File: src/rtl/rldec_pkg.sv
package rldec_pkg;

    // default board geometry and run limit
    localparam int unsigned BOARD_WIDTH_DEF = 64;
    localparam int unsigned BOARD_DEPTH_DEF = 64;
    localparam int unsigned MAX_RUN_DEF     = 255;

    // configuration port
    localparam int unsigned CFG_IDX_W  = 1;
    localparam int unsigned CFG_DATA_W = 7;
    localparam logic [CFG_IDX_W-1:0] REG_ROOM_WIDTH  = 1'd0;
    localparam logic [CFG_IDX_W-1:0] REG_ROOM_HEIGHT = 1'd1;

    // level text characters
    localparam logic [7:0] SYM_LINE       = 8'h7C;  // '|'
    localparam logic [7:0] SYM_BRICK      = 8'h23;  // '#'
    localparam logic [7:0] SYM_PLAYER_TGT = 8'h2B;  // '+'
    localparam logic [7:0] SYM_PLAYER     = 8'h40;  // '@'
    localparam logic [7:0] SYM_BOX_TGT    = 8'h2A;  // '*'
    localparam logic [7:0] SYM_TARGET     = 8'h2E;  // '.'
    localparam logic [7:0] SYM_SPACE      = 8'h20;  // ' '
    localparam logic [7:0] SYM_DASH       = 8'h2D;  // '-'
    localparam logic [7:0] SYM_UNDER      = 8'h5F;  // '_'
    localparam logic [7:0] SYM_BOX        = 8'h24;  // '$'
    localparam logic [7:0] SYM_STEEL      = 8'h3D;  // '='
    localparam logic [7:0] SYM_DIGIT0     = 8'h30;  // '0'
    localparam logic [7:0] SYM_DIGIT9     = 8'h39;  // '9'

    // tile codes
    localparam logic [2:0] TILE_BLANK   = 3'd0;
    localparam logic [2:0] TILE_STEEL   = 3'd1;
    localparam logic [2:0] TILE_BRICK   = 3'd2;
    localparam logic [2:0] TILE_BOX     = 3'd3;
    localparam logic [2:0] TILE_BOX_TGT = 3'd4;
    localparam logic [2:0] TILE_TARGET  = 3'd5;

    typedef struct packed {
        logic [6:0] room_width;
        logic [6:0] room_height;
    } t_cfg;

    typedef struct packed {
        logic [6:0]  cur_col;
        logic [6:0]  cur_row;
        logic [7:0]  count;
        logic [11:0] pills;
        logic [6:0]  plr_col;
        logic [6:0]  plr_row;
    } t_state;

    typedef struct packed {
        logic [6:0]  column;
        logic [6:0]  row;
        logic [7:0]  run_length;
        logic [2:0]  tile;
        logic [11:0] pill_total;
        logic [6:0]  player_column;
        logic [6:0]  player_row;
        logic        off_board;
    } t_result;

    // clamp a 9-bit position sum to 127
    function automatic logic [6:0] sat127(input logic [8:0] v);
        return (v[8:7] != 2'b00) ? 7'h7F : v[6:0];
    endfunction

endpackage

File: src/rtl/rldec_in_if.sv
interface rldec_in_if;
    logic       valid;
    logic       ready;
    logic [7:0] symbol;
    logic       start_req;

    modport source (output valid, output symbol, output start_req, input ready);
    modport sink   (input valid, input symbol, input start_req, output ready);
endinterface

File: src/rtl/rldec_out_if.sv
interface rldec_out_if;
    logic        valid;
    logic        ready;
    logic [6:0]  column;
    logic [6:0]  row;
    logic [7:0]  run_length;
    logic [2:0]  tile;
    logic [11:0] pill_total;
    logic [6:0]  player_column;
    logic [6:0]  player_row;
    logic        off_board;

    modport source (
        output valid, output column, output row, output run_length, output tile,
        output pill_total, output player_column, output player_row, output off_board,
        input ready
    );
    modport sink (
        input valid, input column, input row, input run_length, input tile,
        input pill_total, input player_column, input player_row, input off_board,
        output ready
    );
endinterface

File: src/rtl/rle_level_map_decoder_core.sv
// a symbol accepted is held in the symbol register; its run descriptor is decoded from there
// combinationally and registered in the descriptor register when the step advances
// throughput: one symbol per cycle unless a waiting descriptor stalls; the state update is combinational
// a waiting descriptor stalls requests only once the symbol register holds a tile symbol
// reset (synchronous, active low): cursor, count, pill total, player position and
// room size go to zero, both stages empty
module rle_level_map_decoder_core import rldec_pkg::*; #(
    parameter int unsigned BOARD_WIDTH = BOARD_WIDTH_DEF,
    parameter int unsigned BOARD_DEPTH = BOARD_DEPTH_DEF,
    parameter int unsigned MAX_RUN     = MAX_RUN_DEF
) (
    input  logic                  i_clk,
    input  logic                  i_rst_n,
    rldec_in_if.sink              i_in,
    rldec_out_if.source           o_out,
    input  logic                  i_cfg_we,
    input  logic [CFG_IDX_W-1:0]  i_cfg_idx,
    input  logic [CFG_DATA_W-1:0] i_cfg_data
);

    t_cfg       r_cfg;
    t_state     r_state;
    t_state     n_state;
    logic       r_in_valid;
    logic [7:0] r_in_symbol;
    logic       r_in_start;
    logic       r_out_valid;
    t_result    r_out;
    t_result    n_out;
    logic       step_emit;
    logic       out_free;
    logic       step_adv;
    logic       in_ready;

    // decode step
    rldec_step #(
        .BOARD_WIDTH (BOARD_WIDTH),
        .BOARD_DEPTH (BOARD_DEPTH),
        .MAX_RUN     (MAX_RUN)
    ) u_step (
        .i_cfg    (r_cfg),
        .i_state  (r_state),
        .i_symbol (r_in_symbol),
        .i_start  (r_in_start),
        .o_state  (n_state),
        .o_emit   (step_emit),
        .o_result (n_out)
    );

    // flow control
    assign out_free = !r_out_valid || o_out.ready;
    assign step_adv = r_in_valid && (!step_emit || out_free);
    assign in_ready = !r_in_valid || step_adv;
    assign i_in.ready = in_ready;

    // configuration registers
    always_ff @(posedge i_clk) begin
        if (!i_rst_n) begin
            r_cfg <= '0;
        end else if (i_cfg_we) begin
            case (i_cfg_idx)
                REG_ROOM_WIDTH:  r_cfg.room_width  <= i_cfg_data;
                REG_ROOM_HEIGHT: r_cfg.room_height <= i_cfg_data;
                default:         r_cfg <= r_cfg;
            endcase
        end
    end

    // control and decode state
    always_ff @(posedge i_clk) begin
        if (!i_rst_n) begin
            r_in_valid  <= 1'b0;
            r_out_valid <= 1'b0;
            r_state     <= '0;
        end else begin
            if (in_ready) begin
                r_in_valid <= i_in.valid;
            end
            if (step_adv) begin
                r_state <= n_state;
            end
            if (out_free) begin
                r_out_valid <= step_adv && step_emit;
            end
        end
    end

    // request and descriptor payload
    always_ff @(posedge i_clk) begin
        if (i_in.valid && in_ready) begin
            r_in_symbol <= i_in.symbol;
            r_in_start  <= i_in.start_req;
        end
        if (step_adv && step_emit) begin
            r_out <= n_out;
        end
    end

    // output channel
    assign o_out.valid         = r_out_valid;
    assign o_out.column        = r_out.column;
    assign o_out.row           = r_out.row;
    assign o_out.run_length    = r_out.run_length;
    assign o_out.tile          = r_out.tile;
    assign o_out.pill_total    = r_out.pill_total;
    assign o_out.player_column = r_out.player_column;
    assign o_out.player_row    = r_out.player_row;
    assign o_out.off_board     = r_out.off_board;

endmodule

File: src/rtl/rldec_step.sv
module rldec_step import rldec_pkg::*; #(
    parameter int unsigned BOARD_WIDTH = BOARD_WIDTH_DEF,
    parameter int unsigned BOARD_DEPTH = BOARD_DEPTH_DEF,
    parameter int unsigned MAX_RUN     = MAX_RUN_DEF
) (
    input  t_cfg       i_cfg,
    input  t_state     i_state,
    input  logic [7:0] i_symbol,
    input  logic       i_start,
    output t_state     o_state,
    output logic       o_emit,
    output t_result    o_result
);

    localparam logic [6:0] BW7   = 7'(BOARD_WIDTH);
    localparam logic [6:0] BD7   = 7'(BOARD_DEPTH);
    localparam logic [7:0] MAXR8 = 8'(MAX_RUN);

    logic [6:0]  left;
    logic [6:0]  top;
    t_state      s;
    logic        is_digit;
    logic [3:0]  digit_val;
    logic [11:0] count_sum;
    logic [7:0]  run;
    logic        is_tile;
    logic        is_player;
    logic [2:0]  tile;
    logic [8:0]  col_end;
    logic [8:0]  row_end;
    logic [12:0] pill_sum;

    // centred room origin
    assign left = (i_cfg.room_width  >= BW7) ? 7'd0 : ((BW7 - i_cfg.room_width)  >> 1);
    assign top  = (i_cfg.room_height >= BD7) ? 7'd0 : ((BD7 - i_cfg.room_height) >> 1);

    // state after an optional restart
    always_comb begin
        s = i_state;
        if (i_start) begin
            s.cur_col = left;
            s.cur_row = top;
            s.count   = 8'd0;
            s.pills   = 12'd0;
        end
    end

    // repeat count arithmetic
    assign is_digit  = (i_symbol >= SYM_DIGIT0) && (i_symbol <= SYM_DIGIT9);
    assign digit_val = 4'(i_symbol - SYM_DIGIT0);
    assign count_sum = {1'b0, s.count, 3'b000} + {3'b000, s.count, 1'b0} + {8'd0, digit_val};
    assign run       = (s.count == 8'd0) ? 8'd1 : s.count;
    assign col_end   = {2'b00, s.cur_col} + {1'b0, run};
    assign row_end   = {2'b00, s.cur_row} + {1'b0, run};
    assign pill_sum  = {1'b0, s.pills} + {5'd0, run};

    // tile symbol decode
    always_comb begin
        is_tile   = 1'b1;
        is_player = 1'b0;
        tile      = TILE_BLANK;
        case (i_symbol)
            SYM_STEEL:      tile = TILE_STEEL;
            SYM_BRICK:      tile = TILE_BRICK;
            SYM_BOX:        tile = TILE_BOX;
            SYM_BOX_TGT:    tile = TILE_BOX_TGT;
            SYM_TARGET:     tile = TILE_TARGET;
            SYM_PLAYER_TGT: begin
                tile      = TILE_TARGET;
                is_player = 1'b1;
            end
            SYM_PLAYER:     is_player = 1'b1;
            SYM_SPACE,
            SYM_DASH,
            SYM_UNDER:      tile = TILE_BLANK;
            default:        is_tile = 1'b0;
        endcase
    end

    // next state and run descriptor
    always_comb begin
        o_state  = s;
        o_emit   = 1'b0;
        o_result = '0;
        if (is_digit) begin
            o_state.count = (count_sum > {4'd0, MAXR8}) ? MAXR8 : count_sum[7:0];
        end else if (i_symbol == SYM_LINE) begin
            o_state.cur_row = sat127(row_end);
            o_state.cur_col = left;
            o_state.count   = 8'd0;
        end else if (is_tile) begin
            if (is_player) begin
                o_state.plr_col = s.cur_col;
                o_state.plr_row = s.cur_row;
            end
            if (tile == TILE_TARGET) begin
                o_state.pills = pill_sum[12] ? 12'hFFF : pill_sum[11:0];
            end
            o_emit                 = 1'b1;
            o_result.column        = s.cur_col;
            o_result.row           = s.cur_row;
            o_result.run_length    = run;
            o_result.tile          = tile;
            o_result.pill_total    = o_state.pills;
            o_result.player_column = o_state.plr_col;
            o_result.player_row    = o_state.plr_row;
            o_result.off_board     = (col_end > 9'(BOARD_WIDTH)) || (s.cur_row >= BD7);
            o_state.cur_col        = sat127(col_end);
            o_state.count          = 8'd0;
        end
    end

endmodule

File: src/flat_wrapper.sv
// flat-port wrapper written by rule: the top's interface ports become plain ports
module rle_level_map_decoder_core_flat import rldec_pkg::*;
#(
    parameter int unsigned BOARD_WIDTH = BOARD_WIDTH_DEF,
    parameter int unsigned BOARD_DEPTH = BOARD_DEPTH_DEF,
    parameter int unsigned MAX_RUN     = MAX_RUN_DEF
)
  (i_clk, i_rst_n, i_cfg_we, i_cfg_idx, i_cfg_data, i_in_valid, i_in_symbol, i_in_start_req, i_in_ready, o_out_valid, o_out_column, o_out_row, o_out_run_length, o_out_tile, o_out_pill_total, o_out_player_column, o_out_player_row, o_out_off_board, o_out_ready);
  rldec_in_if i_in_i ();
  rldec_out_if o_out_i ();
  input  logic i_clk;
  input  logic i_rst_n;
  input  logic i_cfg_we;
  input  logic [CFG_IDX_W-1:0] i_cfg_idx;
  input  logic [CFG_DATA_W-1:0] i_cfg_data;
  input wire logic [$bits(i_in_i.valid)-1:0] i_in_valid;
  input wire logic [$bits(i_in_i.symbol)-1:0] i_in_symbol;
  input wire logic [$bits(i_in_i.start_req)-1:0] i_in_start_req;
  output wire logic [$bits(i_in_i.ready)-1:0] i_in_ready;
  output wire logic [$bits(o_out_i.valid)-1:0] o_out_valid;
  output wire logic [$bits(o_out_i.column)-1:0] o_out_column;
  output wire logic [$bits(o_out_i.row)-1:0] o_out_row;
  output wire logic [$bits(o_out_i.run_length)-1:0] o_out_run_length;
  output wire logic [$bits(o_out_i.tile)-1:0] o_out_tile;
  output wire logic [$bits(o_out_i.pill_total)-1:0] o_out_pill_total;
  output wire logic [$bits(o_out_i.player_column)-1:0] o_out_player_column;
  output wire logic [$bits(o_out_i.player_row)-1:0] o_out_player_row;
  output wire logic [$bits(o_out_i.off_board)-1:0] o_out_off_board;
  input wire logic [$bits(o_out_i.ready)-1:0] o_out_ready;
  assign i_in_i.valid = i_in_valid;
  assign i_in_i.symbol = i_in_symbol;
  assign i_in_i.start_req = i_in_start_req;
  assign i_in_ready = i_in_i.ready;
  assign o_out_valid = o_out_i.valid;
  assign o_out_column = o_out_i.column;
  assign o_out_row = o_out_i.row;
  assign o_out_run_length = o_out_i.run_length;
  assign o_out_tile = o_out_i.tile;
  assign o_out_pill_total = o_out_i.pill_total;
  assign o_out_player_column = o_out_i.player_column;
  assign o_out_player_row = o_out_i.player_row;
  assign o_out_off_board = o_out_i.off_board;
  assign o_out_i.ready = o_out_ready;
  rle_level_map_decoder_core #(.BOARD_WIDTH(BOARD_WIDTH), .BOARD_DEPTH(BOARD_DEPTH), .MAX_RUN(MAX_RUN)) u_core (.i_clk(i_clk), .i_rst_n(i_rst_n), .i_in(i_in_i), .o_out(o_out_i), .i_cfg_we(i_cfg_we), .i_cfg_idx(i_cfg_idx), .i_cfg_data(i_cfg_data));
endmodule
File: config.mk
export PLATFORM = sky130hd
export DESIGN_NAME = rle_level_map_decoder_core_flat
export DESIGN_NICKNAME = d
export VERILOG_FILES = /design/src/rtl/rldec_pkg.sv /design/src/rtl/rldec_in_if.sv /design/src/rtl/rldec_out_if.sv /design/src/rtl/rle_level_map_decoder_core.sv /design/src/rtl/rldec_step.sv /design/src/flat_wrapper.sv
export SDC_FILE = /design/constraint.sdc
export NUM_CORES = 1
export LEC_CHECK = 0
export ABC_AREA = 0
export ABC_CLOCK_PERIOD_IN_PS = 3400
export BUFFER_PORTS_ARGS = -buffer_cell sky130_fd_sc_hd__buf_2
export CORE_MARGIN = 5
export CORE_UTILIZATION = 40
export DETAILED_ROUTE_END_ITERATION = 8
export PLACE_DENSITY_LB_ADDON = 0.12
export SLEW_MARGIN = 40
export SYNTH_ARGS = -nofsm -noshare
export SYNTH_HDL_FRONTEND = slang
export SYNTH_HIERARCHICAL = 1
export SYNTH_SLANG_ARGS = --single-unit
File: constraint.sdc
create_clock -name i_clk -period 3.4 [get_ports i_clk]
set_input_delay 0.68 -clock i_clk [delete_from_list [all_inputs] [get_ports i_clk]]
set_output_delay 0.68 -clock i_clk [all_outputs]
set_load 0.02 [all_outputs]
# [Word-level counts from Yosys, hierarchy flattened]
# Cells that the tools add are included.
# W data, S select, Z words.
[totals] regBits=125 latchBits=0 ramBits=0 mem_bits_ro=0 in_bits=22 out_inout_bits=54 mem_count=0
[classes] addsub=8 mul=0 div_mod_pow=0 magnitude_cmp=7 n_eq_ne=12 shifts=0 muxes=25 bitwise=4 reduce_logical=21
[op_table] op="$mux W34" n=2
[op_table] op="$eq A8 B6 Y1 const B" n=8
[op_table] op="$mux W26" n=2
[op_table] op="$mux W7" n=5
[op_table] op="$mux W8" n=4
[op_table] op="$mux W14" n=2
[op_table] op="$eq A8 B7 Y1 const B" n=3
[op_table] op="$mux W12" n=2
[op_table] op="$ge A7 B7 Y1 const B" n=3
[op_table] op="$add A7 B8 Y9" n=2
[op_table] op="$pmux W3 S5" n=1
[op_table] op="$sub A7 B7 Y7 const A" n=2
[op_table] op="$add A12 B8 Y13" n=1
[op_table] op="$add A11 B9 Y12" n=1
[op_table] op="$add A12 B4 Y12" n=1
[op_table] op="$gt A12 B8 Y1 const B" n=1
[op_table] op="$mux W6" n=2
[op_table] op="$reduce_or A10 Y1" n=1
[op_table] op="$gt A9 B7 Y1 const B" n=1
[op_table] op="$ge A8 B6 Y1 const B" n=1
[op_table] op="$le A8 B6 Y1 const B" n=1
[op_table] op="$logic_not A8 Y1" n=1
[op_table] op="$mux W1" n=5
[op_table] op="$logic_and A1 B1 Y1" n=4
[op_table] op="other kinds (10)" n=21

# [Logic depth before layout (Yosys ltp)]
# Gate-level depths: netlist of run 1.
[depth] word_depth=11 ltp_mapped=16

# [Cells and area by module]
# The synthesis of run 1 kept the hierarchy.
[modules_own_cells] mod="rle_level_map_decoder_core" instances=1 cells_each=335 area_each_um2=4379.2
[modules_own_cells] mod="rldec_step" instances=1 cells_each=483 area_each_um2=3314.4

# [Worst setup path before layout of run 1]
# Ideal clock, no wire load.
[synth_timing] kind="reg-to-reg" from="register u_core.r_in_symbol[2]" to="register u_core.r_out (netlist bit u_core/o_out.column[0]), enable pin" setup_time_ns=0.415 t_arrival_ns=3.207 t_required_ns=2.985 path_slack_ns=-0.222 path_stages_with_launch=12 path_buffers=4 period_less_slack_ns=3.622 path_cell_list="edfxtp_1 clkbuf_1 nor2b_1 nand2_1 a311o_1 o211a_1 inv_1 clkbuf_1 a21boi_4 buf_6 buf_6 and2_1"
[synth_via] elab_chain_len=10 word_cells_on_any_way=23
[synth_lines] item="start: declaration" line="rle_level_map_decoder_core.sv:25" text="logic [7:0] r_in_symbol;"
[synth_lines] item="start signal: assignment" line="rle_level_map_decoder_core.sv:91" text="r_in_symbol <= i_in.symbol;"
[synth_lines] item="$eq A8 B6 Y1 or $eq A8 B7 Y1 (tied branches)" line="rldec_step.sv:62" text="case (i_symbol)"
[synth_lines] item="$reduce_or A10 Y1 (no source line)"
[synth_lines] item="$mux W1" line="rldec_step.sv:62"
[synth_lines] item="$mux W1" line="rldec_step.sv:91" text="end else if (is_tile) begin"
[synth_lines] item="$mux W1" line="rldec_step.sv:87" text="end else if (i_symbol == SYM_LINE) begin"
[synth_lines] item="$mux W1 *" line="rldec_step.sv:85" text="if (is_digit) begin"
[synth_lines] item="named net u_core.step_emit" line="rle_level_map_decoder_core.sv:30" text="logic step_emit;"
[synth_lines] item="$logic_not A1 Y1" line="rle_level_map_decoder_core.sv:52" text="assign step_adv = r_in_valid && (!step_emit || out_free);"
[synth_lines] item="$logic_or A1 B1 Y1" line="rle_level_map_decoder_core.sv:52"
[synth_lines] item="$logic_and A1 B1 Y1" line="rle_level_map_decoder_core.sv:52"
[synth_lines] item="$logic_and A1 B1 Y1 *" line="rle_level_map_decoder_core.sv:94" text="if (step_adv && step_emit) begin"
[synth_lines] item="end signal: assignment" line="rle_level_map_decoder_core.sv:95" text="r_out <= n_out;"
[synth_lines] item="end: declaration" line="rle_level_map_decoder_core.sv:28" text="t_result r_out;"
# The timed path passes the listed nets; every way through them passes the cells marked *.
# A chain may end at the register's enable or synchronous reset.

==> impl_metrics.csv, run 1 <==
group,metric,value,unit
clocking,root_buffer,"clkbuf_16",
floorplan,core,0.0188,mm2
sta,max_clock_freq,285,MHz
run_status,violations,"negative setup slack",
grt,grt_antenna_before_repair,0,
sta,relSlewSlack,55.9,%
sta,final-setup-viol-count,4,
clocking,clk_latency,0.42,ns
critical_path,startpoint_type,"flip-flop",
finish,layout.nets,1038,
floorplan,die-area,0.0221,mm2
critical_path,crit_fanout,3,
clocking,postCtsHoldBufs,0,
drt,wl,20300,um
yosys,synth_simple_gate_area_share,21.1,%
grt,gr-total-overflow,0,
placement,dpl_cell_area,0.00884,mm2
yosys,synth_area_leaders,"edfxtp_1 (24%), dfxtp_1 (17%), mux2i_1 (7.9%), ha_1 (6.3%), nand2_1 (6.1%)",
critical_path,ff2ff_path_depth,24,
finish,design_area,0.00992,mm2
drt,num_vias,6389,
sta,rsz0062_at_grt,"true",
drt,initialDrtViolationCount,293,
drt,firstDrtPassIters,5,
floorplan,die_x,149,um
clocking,clock-sinks,125,
yosys,synth_top_area_cell,"edfxtp_1",
yosys,netlist-cell-type-count,68,
yosys,synth_top_family_by_area,"simple AND/OR/NAND/NOR gates",
placement,pre_cts_ws,-0.315,ns
drt,post-route-drc-count,0,
critical_path,critPathKind,"reg2reg",
clocking,ctsHtreeMaxLevel,4,
yosys,ys_ff_latch,125,
floorplan,num_rows,50,
finish,diodes,0,
finish,final_cell_count_no_fill,1245,
power,max-vdd-ir-drop,0.355,mV
power,power.net_switching,1.04,mW
power,p_int,3.11,mW
yosys,synthArstFlopShare,0,%
sta,skew,0.0112,ns
placement,detailed_place_hpwl,15000,um
finish,multi_input_area,0.00455,mm2
sta,slew_violations,0,
yosys,yosys_warnings,6,
clocking,cts_buffers,17,
critical_path,cp.arrival,3.81,ns
yosys,synth_fa_ha_area_share,7.64,%
yosys,synthFlopType,"dfxtp_1",
power,switching_share,25.1,%
power,p_clk_share,46.9,%
yosys,synth_area,0.00769,mm2
sta,tightestPinTransition,0.662,ns
sta,whs,0.431,ns
sta,worst_slack,-0.114,ns
yosys,synthCells,818,
yosys,syn-num-nets,884,
run,maxCapViolCount,0,
sta,tns,-0.189,ns
critical_path,critical_path_required,3.69,ns
finish,postLayoutCoreUtil,52.7,%
finish,area.growth.synth_to_final,28.9,%
power,power_density,418,mW/mm2
yosys,synth-edff-count,61,
placement,port_buffers,75,
grt,grt_max_degree,51,
hold_path,whs_path_depth,1,
floorplan,die-height,149,um
drt,antenna_left,0,
finish,regArea,0.00312,mm2
grt,first_global_vias,6579,
grt,grt_pass1_wl,33400,um
power,leakagePower,4.08,nW
yosys,synth.mux.area_fraction,9.99,%
power,combPwrFrac,13.9,%
finish,n_fill_cell,1693,
sta,min_period,3.51,ns
placement,place_congestion,0.917,
yosys,synth_compound_area_share,13.8,%
yosys,yosysSeqAreaShare,40.5,%
floorplan,pin_count,76,
grt,track_usage,18.9,%
placement,place_inst,1193,
power,p_seq_share,39.2,%
yosys,synth-xor-area-share,2.62,%
run_status,status,"finished, violations left",
critical_path,critPathCaptureType,"flip-flop",
power,p_total,4.15,mW
hold_path,hp-class,"in2reg",
clocking,cts_buffer_depth,2,
clocking,cts_tree,"done",
yosys,synth_top_area_share,23.8,%
drt,viasPerCell,5.13,
drt,wire_per_inst,16.3,um
clocking,cts.clk_slew.worst_paths,0.06,ns
sta,fin_crit_sh,103,%
yosys,syn_avg_cell_area,9.41,um2
floorplan,floorplan.initialDensity,40.9,%
finish,drive_gt1_share,29.9,%
sta,hold_viol_final,0,
[kinds of logic (layout without fill, tap and decap cells)]
| family | after synthesis | count (layout) |
|---|---|---|
| XOR/XNOR | 23 | 23 |
| AND/OR/NAND/NOR | 332 | 332 |
| adder cells (fa/ha/maj) | 44 | 44 |
| multiplexers | 73 | 73 |
| buffers and inverters | 74 | 241 |
| AO/OA/AOI/OAI | 147 | 147 |
| flip-flops | 125 | 125 |
[cell type report]
cell class	count	share of cell area, %
inverters	31	1.17
repair buffers	178	11.9
flip-flops and latches	125	31.4
clock inverters	15	2.12
well taps	260	3.28
clock buffers	17	4.29
multi-input cells	619	45.8
[sequential cells by signal, summed over array words and instances, names as in the netlist]
signal,count
u_core/r_cfg,14
u_core/o_out.player_column,7
u_core/o_out.pill_total,12
u_core/o_out.tile,3
u_core/r_in_valid,1
u_core/o_out.off_board,1
u_core/o_out.run_length,8
u_core/o_out.column,7
u_core/r_in_symbol,8
u_core/r_in_start,1
u_core/o_out.row,7
u_core/o_out.player_row,7
u_core/o_out.valid,1
u_core/r_state,48
[final timing paths]
check	startpoint	end	slack [ns]
worst max-delay path	u_core/r_cfg[7]$_SDFFE_PN0P_	u_core/r_state[42]$_SDFFE_PN0P_	-0.11
worst max register to register	u_core/r_cfg[7]$_SDFFE_PN0P_	u_core/r_state[42]$_SDFFE_PN0P_	-0.11
worst min register to register	u_core/r_state[26]$_SDFFE_PN0P_	u_core/r_state[26]$_SDFFE_PN0P_	0.45
worst min-delay path	i_in_symbol[0]	u_core/r_in_symbol[0]$_DFFE_PP_	0.43
[cells in the mapped netlist (14+ instances only)]
cell and n:
a21oi_1 28, a31oi_1 16, and2_1 40, buf_2 15
clkbuf_1 17, dfxtp_1 64, edfxtp_1 61, ha_1 39
inv_1 31, mux2i_1 61, nand2_1 125, nand2b_1 16
nand3_1 19, nor2_1 58, nor2b_1 36, o21ai_0 24
xnor2_1 14
[critical path: stages (launching register included)]
cell and delay, ns:
dfxtp_1 0.32, inv_1 0.04, ha_1 0.22, buf_4 0.15
xor2_1 0.24, a21oi_4 0.06, buf_4 0.14, buf_4 0.12
buf_4 0.12, buf_4 0.12, buf_4 0.13, buf_4 0.12
buf_4 0.12, buf_4 0.12, buf_4 0.13, buf_4 0.12
buf_4 0.12, buf_4 0.12, buf_4 0.12, buf_4 0.12
buf_4 0.12, buf_4 0.13, o221a_4 0.27, nand2_2 0.05
mux2i_1 0.07
[per-layer routing]
layer / wire [um] / GRT usage, % / up-vias
met5: 0 / 0 / -
li1: - / - / 3203
met4: 297 / 5.31 / 0
met2: 9640 / 31.5 / 133
met1: 9560 / 24.9 / 3031
met3: 768 / 3.84 / 22
[power groups by stage]
stage	clock network (mW)	logic, mW	registers (mW)
6_report	1.95	0.577	1.63
3_3_place_gp	0	0.479	1.66
5_1_grt	2.07	0.626	1.63
4_1_cts	1.99	0.537	1.63
3_5_place_dp	0	0.484	1.66
2_1_floorplan	0	0.306	1.65
[layout by cell type (no fill, tap or decap), drive strengths merged, types with 16 or more instances in the layout]
cell type | Yosys | layout
dfxtp | 64 | 64
a31oi | 16 | 16
a21oi | 36 | 36
nand3 | 19 | 19
nand2b | 16 | 16
clkbuf | 17 | 17
inv | 31 | 35
nor2b | 37 | 37
buf | 26 | 178
nand2 | 125 | 125
edfxtp | 61 | 61
ha | 39 | 39
and2 | 40 | 40
o21ai | 25 | 25
nor2 | 58 | 58
mux2i | 61 | 61
[what timing repair did]
item | in CTS | in global routing
cloned | 0 | 0
pin swaps | 7 | 19
hold endpoints to repair | 0 | 0
endpoints found under the setup margin | 12 | 45
gates resized for setup | 23 | 40
setup buffers | 15 | 5
Note: power is estimated with default switching activity, not from simulation.
==> run 2, diff against run 1 <==
- ABC_CLOCK_PERIOD_IN_PS: 3400 -> 4200
- CELL_PAD_IN_SITES_DETAIL_PLACEMENT: default -> 0
- CELL_PAD_IN_SITES_GLOBAL_PLACEMENT: default -> 2
- clock period: 3.4 -> 4.2 ns (I/O delays scaled with it)
==> run 2 against run 1 <==
Compared with the run above: the run now ends clean; wire length fell by 3.8%; sequential share of layout area up 3.1 points; combinational power decreased by 43%; hold slack improved by 0.023 ns; die area is the same; first-iteration DRC count up 8.2%; global-route usage fell by 0.91 points; core utilization shrank 4.8 points; clock-buffer cell count up 3; final area fell by 9.1%; sequential power down 18%; largest cell class unchanged; highest routed layer unchanged.
==> impl_metrics.csv, run 2 (same netlist as run 1, synthesis figures left out) <==
group,metric,value,unit
run_status,status,"complete, no violations",
clocking,cts_buffers,17,
critical_path,r2r-start,"u_core/r_cfg[7]$_SDFFE_PN0P_",
floorplan,die_x,149,um
floorplan,die-area,0.0221,mm2
clocking,cts_buffer_depth,2,
drt,firstDrtPassIters,5,
finish,layout.nets,963,
critical_path,startpoint_type,"flip-flop",
finish,design_area,0.00902,mm2
drt,antenna_left,0,
placement,pre_cts_ws,0.257,ns
floorplan,floorplan.initialDensity,40.9,%
critical_path,critPathLaunch,"u_core/r_cfg[7]$_SDFFE_PN0P_",
sta,rsz0062_at_grt,"false",
hold_path,min-delay-start,"u_core/r_state[41]$_SDFFE_PN0P_",
critical_path,critPathKind,"reg2reg",
placement,place_congestion,0.843,
sta,max_clock_freq,254,MHz
finish,n_fill_cell,1811,
floorplan,core,0.0188,mm2
hold_path,hp-class,"reg2reg",
drt,initialDrtViolationCount,317,
grt,gr-total-overflow,0,
finish,multi_input_area,0.00425,mm2
placement,detailed_place_hpwl,14200,um
sta,skew,0.00665,ns
critical_path,cp.arrival,4.21,ns
critical_path,critical_path_required,4.47,ns
grt,grt_antenna_before_repair,0,
sta,fin_crit_sh,93.8,%
grt,grt_max_degree,49,
clocking,ctsHtreeMaxLevel,4,
sta,slew_violations,0,
sta,relSlewSlack,53.1,%
grt,first_global_vias,5859,
drt,viasPerCell,5.24,
critical_path,crit_fanout,5,
run,maxCapViolCount,0,
drt,num_vias,6129,
finish,diodes,0,
clocking,clk_latency,0.42,ns
floorplan,num_rows,50,
finish,area.growth.synth_to_final,17.2,%
finish,top_register,"u_core/r_state",
power,leakagePower,3.64,nW
critical_path,critPathCaptureType,"flip-flop",
sta,min_period,3.94,ns
clocking,clock-sinks,125,
sta,worst_slack,0.259,ns
placement,dpl_cell_area,0.00840,mm2
finish,mostFrequentLayoutCells,"nand2_1 (125), buf_2 (75), dfxtp_1 (64)",
grt,track_usage,18.0,%
drt,post-route-drc-count,0,
drt,wire_per_inst,16.7,um
sta,tns,0,ns
finish,largest_reg_flops,48,
sta,final-setup-viol-count,0,
finish,regArea,0.00311,mm2
clocking,root_buffer,"clkbuf_16",
sta,tightestPinTransition,0.692,ns
grt,grt_pass1_wl,31300,um
clocking,cts.clk_slew.worst_paths,0.05,ns
floorplan,die-height,149,um
placement,port_buffers,75,
clocking,cts_tree,"done",
power,max-vdd-ir-drop,0.311,mV
sta,hold_viol_final,0,
power,power_density,355,mW/mm2
floorplan,pin_count,76,
finish,drive_gt1_share,19.0,%
finish,final_common_cell,"nand2_1",
drt,wl,19500,um
==> run 2: report_power, final <==
group	switching, mW	leakage (nW)	internal, mW
logic	0.197	2.24	0.132
registers	0.0311	1.11	1.30
clock network	0.558	0.291	0.989
==> run 2: repair_timing <==
action / in CTS / in global routing
hold buffers: 0 / 0
buffers inserted: 0 / 0
setup endpoints to repair: 0 / 3
resized for setup: 0 / 2
==> run 2: metal layers <==
metal / up-vias / wire length (um) / track usage, %
met3: 29 / 845 / 3.23
met1: 2890 / 9690 / 25.5
li1: 3054 / - / -
met5: - / 0 / 0
met4: 0 / 341 / 5.77
met2: 156 / 8610 / 27.8
==> run 2: layout make-up <==
class / count / area share (%)
inverter: 31 / 1.29
multi-input combinational: 619 / 47.2
sequential: 125 / 34.5
clock inverter: 12 / 1.90
clock buffer: 20 / 4.84
tap: 260 / 3.61
timing repair buffer: 103 / 6.67
==> run 2: final timing paths <==
kind / to / slack (ns) / depth (start not counted)
max: u_core/r_state[42]$_SDFFE_PN0P_ / 0.26 / 15
min: u_core/r_state[41]$_SDFFE_PN0P_ / 0.45 / 2
max reg2reg: u_core/r_state[42]$_SDFFE_PN0P_ / 0.26 / 15
min reg2reg: u_core/r_state[41]$_SDFFE_PN0P_ / 0.45 / 2
==> run 2: per-stage QoR <==
| step | hold slack, ns | std cells | utilization [%] | power, mW |
|---|---|---|---|---|
| floorplan | 0.430 | 818 | - | 1.58 |
| global placement | 0.438 | 1138 | 44.6 | 1.67 |
| detailed placement | 0.443 | 1138 | 44.6 | 1.68 |
| CTS | 0.456 | 1170 | 47.8 | 3.24 |
| global route | 0.475 | 1170 | 47.9 | 3.33 |
| finish | 0.454 | 1170 | 47.9 | 3.20 |
==> run 2: worst max-delay path, stage by stage (launching register included) <==
cell	delay, ns
dfxtp_1	0.38
inv_1	0.06
ha_1	0.23
nor3b_1	0.17
or4b_2	0.62
a21oi_1	0.32
mux2i_2	0.19
inv_1	0.09
ha_1	0.26
or2_2	0.29
a311oi_1	0.31
mux2i_2	0.17
or2_2	0.34
o221a_2	0.25
nand2_1	0.05
mux2i_1	0.07
==> run 3, diff against run 2 <==
- ABC_AREA: 0 -> 1
- CORE_UTILIZATION: 40 -> 36
==> run 3 against run 2 <==
Compared with the run above: largest power group unchanged; clock-buffer cell count shrank 3; critical path type unchanged; synthesized area grew 11%; via count grew 29%; die area grew 22%; total power grew 5.3%; synthesized cell count grew 54%; sequential share of layout area shrank 2.9 points.
==> impl_metrics.csv, run 3 <==
group,metric,value,unit
floorplan,die_x,164,um
critical_path,cp.arrival,3.84,ns
sta,tightestPinTransition,0.755,ns
finish,area.growth.synth_to_final,15.3,%
finish,mostFrequentLayoutCells,"nand2_1 (324), nor2_1 (201), inv_1 (197)",
sta,slew_violations,0,
clocking,clk_latency,0.42,ns
placement,detailed_place_hpwl,18000,um
run_status,status,"complete, no violations",
placement,pre_cts_ws,0.745,ns
hold_path,hp-class,"reg2reg",
yosys,synth_area_leaders,"edfxtp_1 (21%), dfxtp_1 (15%), nand2_1 (14%), nor2_1 (8.8%), inv_1 (8.7%)",
drt,post-route-drc-count,0,
finish,diodes,0,
floorplan,die-area,0.0269,mm2
sta,min_period,3.53,ns
critical_path,critPathKind,"reg2reg",
power,switching_share,29.3,%
critical_path,r2r-start,"u_core/r_cfg[7]$_SDFFE_PN0P_",
critical_path,startpoint_type,"flip-flop",
clocking,ctsHtreeMaxLevel,4,
yosys,synth-edff-count,61,
grt,first_global_vias,7436,
yosys,synthFlopType,"dfxtp_1",
power,power.net_switching,0.989,mW
clocking,cts_resized,0,
clocking,postCtsHoldBufs,0,
power,power_density,343,mW/mm2
floorplan,floorplan.initialDensity,36.5,%
drt,wl,25200,um
power,p_seq_share,39.9,%
clocking,cts_buffers,17,
clocking,cts_buffer_depth,2,
drt,wl_met2,11500,um
sta,relSlewSlack,49.7,%
grt,track_usage,19.4,%
yosys,syn_avg_cell_area,6.76,um2
grt,grt_max_degree,97,
yosys,ys_top_cells_by_count,"nand2_1 (324), nor2_1 (201), inv_1 (198), nand3_1 (112), a21oi_1 (78)",
placement,port_buffers,75,
drt,wire_per_inst,15.1,um
yosys,syn-num-nets,1329,
yosys,yosysSeqAreaShare,36.5,%
yosys,synthCells,1263,
drt,highest_layer,"met4",
sta,final-setup-viol-count,0,
power,leakagePower,5.14,nW
drt,drt-met1-wl,12500,um
grt,grt_pass1_wl,40800,um
drt,firstDrtPassIters,5,
placement,place_congestion,0.820,
critical_path,critPathCaptureType,"flip-flop",
clocking,root_buffer,"clkbuf_16",
yosys,yosys_warnings,6,
drt,viasPerCell,4.73,
finish,final_common_cell,"nand2_1",
clocking,post_cts.repair.setup_buffers,0,
clocking,cts_tree,"done",
floorplan,pin_count,76,
floorplan,num_rows,56,
hold_path,min-delay-start,"u_core/r_state[0]$_SDFFE_PN0P_",
yosys,synth_top_area_share,21.5,%
floorplan,core,0.0234,mm2
sta,worst_slack,0.667,ns
yosys,synthArstFlopShare,0,%
power,combPwrFrac,15.5,%
sta,tns,0,ns
yosys,synth.most_common_cell,"nand2_1",
critical_path,crit_fanout,7,
yosys,synth_area,0.00853,mm2
yosys,netlist-cell-type-count,40,
floorplan,die-height,164,um
drt,initialDrtViolationCount,426,
drt,num_vias,7881,
yosys,synth_top_area_cell,"edfxtp_1",
finish,layout.nets,1400,
grt,gr-total-overflow,0,
drt,met3_length,967,um
power,max-vdd-ir-drop,0.207,mV
clocking,cts.clk_slew.worst_paths,0.06,ns
sta,fin_crit_sh,84.1,%
yosys,ys_ff_latch,125,
power,p_clk_share,44.6,%
clocking,clock-sinks,125,
sta,hold_viol_final,0,
critical_path,critical_path_required,4.51,ns
run,maxCapViolCount,0,
sta,max_clock_freq,283,MHz
power,p_int,2.38,mW
sta,skew,0.00886,ns
finish,largest_reg_flops,48,
critical_path,critPathLaunch,"u_core/r_cfg[7]$_SDFFE_PN0P_",
sta,rsz0062_at_grt,"false",
drt,antenna_left,0,
finish,drive_gt1_share,13.1,%
finish,top_register,"u_core/r_state",
grt,grt_antenna_before_repair,0,
-- run 3: changes by cell type after synthesis, sizes merged, moves of 16 or more --
cell	before	now
inv	31	205
nand2b	16	0
nand4	1	21
nor2	58	208
nor2b	37	0
a21oi	36	78
nand3	19	116
and2	40	4
nand2	125	336
mux2i	61	0
-- run 3: path summary, 6_finish.rpt --
path                            cells past startpoint  slack (ns)                         endpoint
worst max register to register                     21        0.67  u_core/r_state[44]$_SDFFE_PN0P_
worst max-delay path                               21        0.67  u_core/r_state[44]$_SDFFE_PN0P_
worst min-delay path                                2        0.48   u_core/r_state[0]$_SDFFE_PN0P_
worst min register to register                      2        0.48   u_core/r_state[0]$_SDFFE_PN0P_
-- run 3: power groups by stage --
stage / clock network (mW) / registers [mW] / logic, mW
6_report: 1.50 / 1.35 / 0.523
5_1_grt: 1.60 / 1.35 / 0.597
4_1_cts: 1.54 / 1.35 / 0.524
3_5_place_dp: 0 / 1.37 / 0.520
3_3_place_gp: 0 / 1.37 / 0.524
2_1_floorplan: 0 / 1.37 / 0.379
-- run 3: final cells by class --
type,instances,area [um2]
clock buffers,17,425
clock inverters,15,163
fillers,2586,13600
inverters,206,776
multi-input cells,888,4410
flip-flops and latches,125,3110
well taps,319,399
repair buffers,96,557
-- run 3: cells by family after synthesis --
family	share of synthesized area [%]
and+or+nand+nor	35.6
buffers and inverters	12.0
DFF	36.5
AOI/OAI and AO/OA	7.48
adders and majority gates	6.89
xor gates and xnor gates	1.54
-- run 3: critical path, cell delays in order (launching register included) --
cell and delay (ns):
dfxtp_1 0.32, inv_2 0.10, ha_1 0.26, nand4_1 0.31, nand3_1 0.29, nand2_1 0.08
nand2_1 0.13, inv_1 0.10, ha_1 0.25, fa_1 0.45, nand2_1 0.12, nand3_1 0.07
nand2_1 0.09, nand3_1 0.07, nand2_1 0.11, nand2_2 0.11, nor2_1 0.23, nor2_1 0.08
inv_1 0.05, nand3_1 0.07, nand2_1 0.10, nor2_1 0.04
-- run 3: metrics by stage --
stage	utilization (%)	hold slack (ns)	cell area (um2)	cells	power [mW]
final	42.0	0.480	9840	1666	3.37
after global placement	39.5	0.459	9230	1633	1.90
after CTS	42.0	0.483	9820	1665	3.41
after floorplan	-	0.443	8530	1263	1.74
after global routing	42.0	0.505	9840	1666	3.55
after detailed placement	39.5	0.467	9240	1633	1.89
-- run 3: metal layers --
metal  global-route usage (%)  vias up
met3                     3.04       15
met2                     31.6      139
met4                     3.81        0
met1                     27.3     3596
met5                        0        -
li1                         -     4131
